File: config.mk
export PLATFORM = sky130hd
export DESIGN_NAME = wlts_ctrl
export DESIGN_NICKNAME = d
export VERILOG_FILES = /design/src/design/weighted_length_table_sampler_core_defines.svh /design/src/design/wlts_pkg.sv /design/src/design/wlts_ctrl.sv
export SDC_FILE = /design/constraint.sdc
export NUM_CORES = 1
export LEC_CHECK = 0
export ABC_AREA = 0
export BUFFER_PORTS_ARGS = -buffer_cell sky130_fd_sc_hd__clkbuf_2
export CELL_PAD_IN_SITES_DETAIL_PLACEMENT = 0
export CELL_PAD_IN_SITES_GLOBAL_PLACEMENT = 2
export CORE_UTILIZATION = 24
export CTS_CLUSTER_DIAMETER = 100
export CTS_CLUSTER_SIZE = 10
export DETAILED_ROUTE_END_ITERATION = 8
export PLACE_DENSITY = 0.77
export SYNTH_ARGS = -nofsm -noshare
export SYNTH_HDL_FRONTEND = slang
export SYNTH_SLANG_ARGS = --single-unit
File: constraint.sdc
create_clock -name clock -period 3.1 [get_ports clock]
set_input_delay 0.31 -clock clock [delete_from_list [all_inputs] [get_ports clock]]
set_output_delay 0.31 -clock clock [all_outputs]
set_load 0.02 [all_outputs]
File: src/design/weighted_length_table_sampler_core_defines.svh
// Assertion macros used by the weighted length table sampler top level.
`ifndef WEIGHTED_LENGTH_TABLE_SAMPLER_CORE_DEFINES_SVH
`define WEIGHTED_LENGTH_TABLE_SAMPLER_CORE_DEFINES_SVH

// Same-cycle implication, disabled while reset is high.
`define WLTS_ASSERT_IMPLY(lbl, clk, rst, ante, cons) \
   lbl: assert property (@(posedge clk) disable iff (rst) (ante) |-> (cons)) \
      else $error("same-cycle check failed");

// Next-cycle implication, disabled while reset is high.
`define WLTS_ASSERT_NEXT(lbl, clk, rst, ante, cons) \
   lbl: assert property (@(posedge clk) disable iff (rst) (ante) |=> (cons)) \
      else $error("next-cycle check failed");

`endif

File: src/design/wlts_pkg.sv
// Package with the constants, word types and control types of the sampler.
`timescale 1ns / 1ps

package wlts_pkg;

   localparam int MAX_PAIRS  = 256;
   localparam int TABLE_SIZE = 1024;

   localparam int ACTION_W = 2;
   localparam int WEIGHT_W = 16;
   localparam int LENGTH_W = 16;
   localparam int RANDOM_W = 32;
   localparam int STATUS_W = 2;
   localparam int TOTAL_W  = 24;

   localparam int FILL_W     = $clog2(TABLE_SIZE + 1);
   localparam int QUOT_W     = FILL_W;
   localparam int DIVIDEND_W = WEIGHT_W + QUOT_W;
   localparam int SLOT_IDX_W = $clog2(TABLE_SIZE);
   localparam int PAIR_IDX_W = (MAX_PAIRS > 1) ? $clog2(MAX_PAIRS) : 1;
   localparam int PAIR_CNT_W = $clog2(MAX_PAIRS + 1);

   localparam logic [TOTAL_W-1:0] TOTAL_MAX = {TOTAL_W{1'b1}};

   localparam logic [ACTION_W-1:0] ACT_LOAD   = 2'd0;
   localparam logic [ACTION_W-1:0] ACT_BUILD  = 2'd1;
   localparam logic [ACTION_W-1:0] ACT_SAMPLE = 2'd2;

   localparam logic [STATUS_W-1:0] STATUS_OK         = 2'd0;
   localparam logic [STATUS_W-1:0] STATUS_LIST_FULL  = 2'd1;
   localparam logic [STATUS_W-1:0] STATUS_EMPTY      = 2'd2;
   localparam logic [STATUS_W-1:0] STATUS_ZERO_TOTAL = 2'd3;

   typedef struct packed {
      logic [ACTION_W-1:0] action;
      logic [WEIGHT_W-1:0] weight;
      logic [LENGTH_W-1:0] pkt_length;
      logic [RANDOM_W-1:0] random_word;
   } req_word_type;

   typedef struct packed {
      logic [LENGTH_W-1:0] sampled_length;
      logic [LENGTH_W-1:0] longest_length;
      logic [FILL_W-1:0]   table_fill;
      logic [STATUS_W-1:0] status;
   } rsp_word_type;

   typedef struct packed {
      logic capture;
      logic load;
      logic smp_mul;
      logic smp_read;
      logic bld_start;
      logic bld_read;
      logic div_start;
      logic fill_step;
      logic pair_next;
      logic emit;
   } ctrl_cmd_type;

   typedef struct packed {
      logic [ACTION_W-1:0] action;
      logic                total_zero;
      logic                pairs_done;
      logic                fill_done;
      logic                div_idle;
   } dp_status_type;

endpackage

File: src/design/wlts_ctrl.sv
// Controller state machine that sequences loads, builds and samples.
`timescale 1ns / 1ps

module wlts_ctrl (
   input  logic                    clock,
   input  logic                    reset,
   input  logic                    start,
   output logic                    busy,
   output logic                    rsp_strobe,
   input  wlts_pkg::dp_status_type status_in,
   output wlts_pkg::ctrl_cmd_type  cmd
);
   import wlts_pkg::*;

   localparam logic [3:0] S_IDLE         = 4'd0;
   localparam logic [3:0] S_DECODE       = 4'd1;
   localparam logic [3:0] S_LOAD         = 4'd2;
   localparam logic [3:0] S_SMP_MUL      = 4'd3;
   localparam logic [3:0] S_SMP_READ     = 4'd4;
   localparam logic [3:0] S_BLD_START    = 4'd5;
   localparam logic [3:0] S_BLD_READ     = 4'd6;
   localparam logic [3:0] S_BLD_DIV_LOAD = 4'd7;
   localparam logic [3:0] S_BLD_DIV      = 4'd8;
   localparam logic [3:0] S_BLD_FILL     = 4'd9;
   localparam logic [3:0] S_EMIT         = 4'd10;

   logic [3:0] state_ff;
   logic [3:0] state_in;
   logic       strobe_ff;

   always_comb begin
      cmd      = '0;
      state_in = state_ff;
      unique case (state_ff)
         S_IDLE: begin
            if (start) begin
               cmd.capture = 1'b1;
               state_in    = S_DECODE;
            end
         end
         S_DECODE: begin
            unique case (status_in.action)
               ACT_LOAD:   state_in = S_LOAD;
               ACT_BUILD:  state_in = S_BLD_START;
               ACT_SAMPLE: state_in = S_SMP_MUL;
               default:    state_in = S_EMIT;
            endcase
         end
         S_LOAD: begin
            cmd.load = 1'b1;
            state_in = S_EMIT;
         end
         S_SMP_MUL: begin
            cmd.smp_mul = 1'b1;
            state_in    = S_SMP_READ;
         end
         S_SMP_READ: begin
            cmd.smp_read = 1'b1;
            state_in     = S_EMIT;
         end
         S_BLD_START: begin
            cmd.bld_start = 1'b1;
            state_in      = status_in.total_zero ? S_EMIT : S_BLD_READ;
         end
         S_BLD_READ: begin
            if (status_in.pairs_done) begin
               state_in = S_EMIT;
            end else begin
               cmd.bld_read = 1'b1;
               state_in     = S_BLD_DIV_LOAD;
            end
         end
         S_BLD_DIV_LOAD: begin
            cmd.div_start = 1'b1;
            state_in      = S_BLD_DIV;
         end
         S_BLD_DIV: begin
            if (status_in.div_idle) begin
               state_in = S_BLD_FILL;
            end
         end
         S_BLD_FILL: begin
            if (status_in.fill_done) begin
               cmd.pair_next = 1'b1;
               state_in      = S_BLD_READ;
            end else begin
               cmd.fill_step = 1'b1;
            end
         end
         S_EMIT: begin
            cmd.emit = 1'b1;
            state_in = S_IDLE;
         end
         default: begin
            state_in = S_IDLE;
         end
      endcase
   end

   always_ff @(posedge clock) begin
      if (reset) begin
         state_ff  <= S_IDLE;
         strobe_ff <= 1'b0;
      end else begin
         state_ff  <= state_in;
         strobe_ff <= state_ff == S_EMIT;
      end
   end

   assign busy       = state_ff != S_IDLE;
   assign rsp_strobe = strobe_ff;

endmodule

==> flow_summary.yaml <==
cts:
  post_cts_resized: 0
  cts_max_level: 1
  clkTransAtPathRegs_ps: 50
  clockBufferDepth: 2
  clkLatencyLatePin_ps: 240
  clock-sinks: 5
  postCtsSetupBuffers: 0
  cts_tree: "done"
  hold_buffers: 0
  numCtsBuffers: 3
  cts-root-buf: "clkbuf_4"
timing:
  max_freq_ghz: 0.4960
  final.setup.tns_ps: 0
  drv_slew: 0
  worstMarginPinSlew_ps: 463.3
  fin_skew_ps: 8.442
  hold_ws_ps: 275.7
  setup_viol: 0
  rsz0062_at_grt: "no"
  fin_ws_ps: 1084
  hold_viol: 0
  fin_crit_sh_pct: 65.04
  maxSlewHeadroom_pct: 69.07
  finalCriticalPeriod_ps: 2016
placement:
  port_buffers: 20
  numPlacedInstances: 101
  gp_congestion: 0.6890
  pre_cts_ws_ps: 1345
  hpwlAfterDp_um: 843.9
  dpl_cell_area_um2: 558.0
drt:
  avgViaCountPerCell: 4.505
  drtPass1Iterations: 3
  wl_per_cell_um: 10.25
  drtAntennaViolNets: 0
  drt_iter0_markers: 3
  vias: 473
  drc: 0
  totalWireLength_um: 1076
yosys:
  synth_ff_type: "dfxtp_1"
  yosys-top-cells-area: "dfxtp_1 22%, ha_1 8.4%, nand2b_1 7.0%"
  ys_types: 26
  netlist.top_cell.by_area: "dfxtp_1"
  synth_area_um2: 445.4
  synth_nets: 72
  synth_top_area_share_pct: 22.47
  yosysSeqAreaShare_pct: 22.47
  yosysMostFrequentCell: "nor2_1"
  synth_common_cells: "8 x nor2_1, 5 x dfxtp_1, 5 x nand2b_1"
  synth-seq-cells: 5
  avgSynthCellArea_um2: 7.424
  synth_edf_count: 0
  async_reset_ff_share_pct: 0
  synth_cells: 60
  synth-warning-count: 0
power:
  vdd_drop_max_uv: 316.8
  p_leak_nw: 0.2707
  power_density_nw_per_um2: 776.5
layout:
  syn_to_final_growth_pct: 31.18
  fill_cells: 210
  drive_gt1_share_pct: 31.25
  insertedDiodeCount: 0
  finish.instance_area_um2: 584.3
  fin_cells: 105
  nNetsFinal: 93
floorplan:
  start_util_pct: 25.80
  die_height_um: 45.08
  dieWidth_um: 45.08
  num_rows: 15
  die_area_um2: 2032
  ios: 21
  core_um2: 1727
worst_setup_path:
  timing.rr.start: "state_ff[3]"
  crit_path_start: "state_ff[3]"
  critical_path_class: "flip-flop to output pin"
  cp.arrival_ps: 1710
  start_kind: "flip-flop"
  crit_required_ps: 2790
  end_kind: "output pin"
  cp_max_fo: 15
global_route:
  busiest_layer: "met2"
  grt_use_met3_pct: 1.600
  track_usage_pct: 11.28
  grt_pass1_wl_um: 1683
  use_met2_pct: 15.94
  grt_max_degree: 16
  grt_pass1_vias: 410
  antenna_found_initial: 0
  use_met1_pct: 15.82
  grt-ovfl-total: 0
outcome:
  status: "finished clean"
min_path:
  hp-start: "reset"
  hold_path.class: "input port to flip-flop"
job:
  cap_violations: 0
==> path summary, 6_finish.rpt <==
path	end	slack, ps	cells past startpoint
max	cmd[2]	1080	3
min	state_ff[3]	280	2
max reg2reg	state_ff[1]	1470	4
min reg2reg	state_ff[3]	740	1
==> metal layers <==
layer | vias to the layer above | wire length (µm)
met5 | - | 0
met4 | 0 | 0
met3 | 0 | 40
met2 | 10 | 496
met1 | 211 | 539
li1 | 252 | -
==> report_power, final <==
part | switching, mW | internal, mW
Combinational | 0.131 | 0.108
Sequential | 0.0577 | 0.0824
Clock | 0.0263 | 0.0486
==> sequential cells by signal (all words and copies together), names as in the netlist <==
name and count:
rsp_strobe 1, state_ff 4
==> cells by family (layout without fill, tap and decap cells) <==
| kind of cell | after synthesis | count (layout) | synth area share, % |
|---|---|---|---|
| compound gates | 12 | 12 | 18.26 |
| flops | 5 | 5 | 22.47 |
| mux | 2 | 2 | 4.775 |
| simple gates | 33 | 33 | 41.01 |
| fa+ha+maj | 3 | 3 | 8.428 |
| buf+inv | 5 | 25 | 5.054 |
==> metrics by stage <==
stage	power (mW)	utilization (%)
finish	0.4537	33.84
global route	0.4960	33.84
CTS	0.4590	33.84
detailed placement	0.3808	32.32
global placement	0.3825	32.32
floorplan	0.3203	-
==> worst max-delay path, stage by stage (launching register included) <==
cell      delay [ps]
dfxtp_1          570
or3b_1           430
nor3b_1          250
clkbuf_2         210
==> area by class of cell <==
| class | count | area, µm² | share of cell area, % |
|---|---|---|---|
| clock buffers | 4 | 26.28 | 4.497 |
| flip-flops and latches | 5 | 100.1 | 17.13 |
| inverters | 1 | 3.754 | 0.6424 |
| well taps | 25 | 31.28 | 5.353 |
| repair buffers | 20 | 100.1 | 17.13 |
| multi-input cells | 50 | 322.8 | 55.25 |
==> layout by cell type (no fill, tap or decap), types with 3 or more instances in the layout <==
cell,instances
clkbuf_2,20
ha_1,3
nand2b_1,5
clkbuf_4,3
dfxtp_1,5
nor3_1,3
a21oi_1,3
nor2_1,8
a211oi_1,4
nand2_1,4
nor2b_1,4
Power figures use the tool's default switching activity.
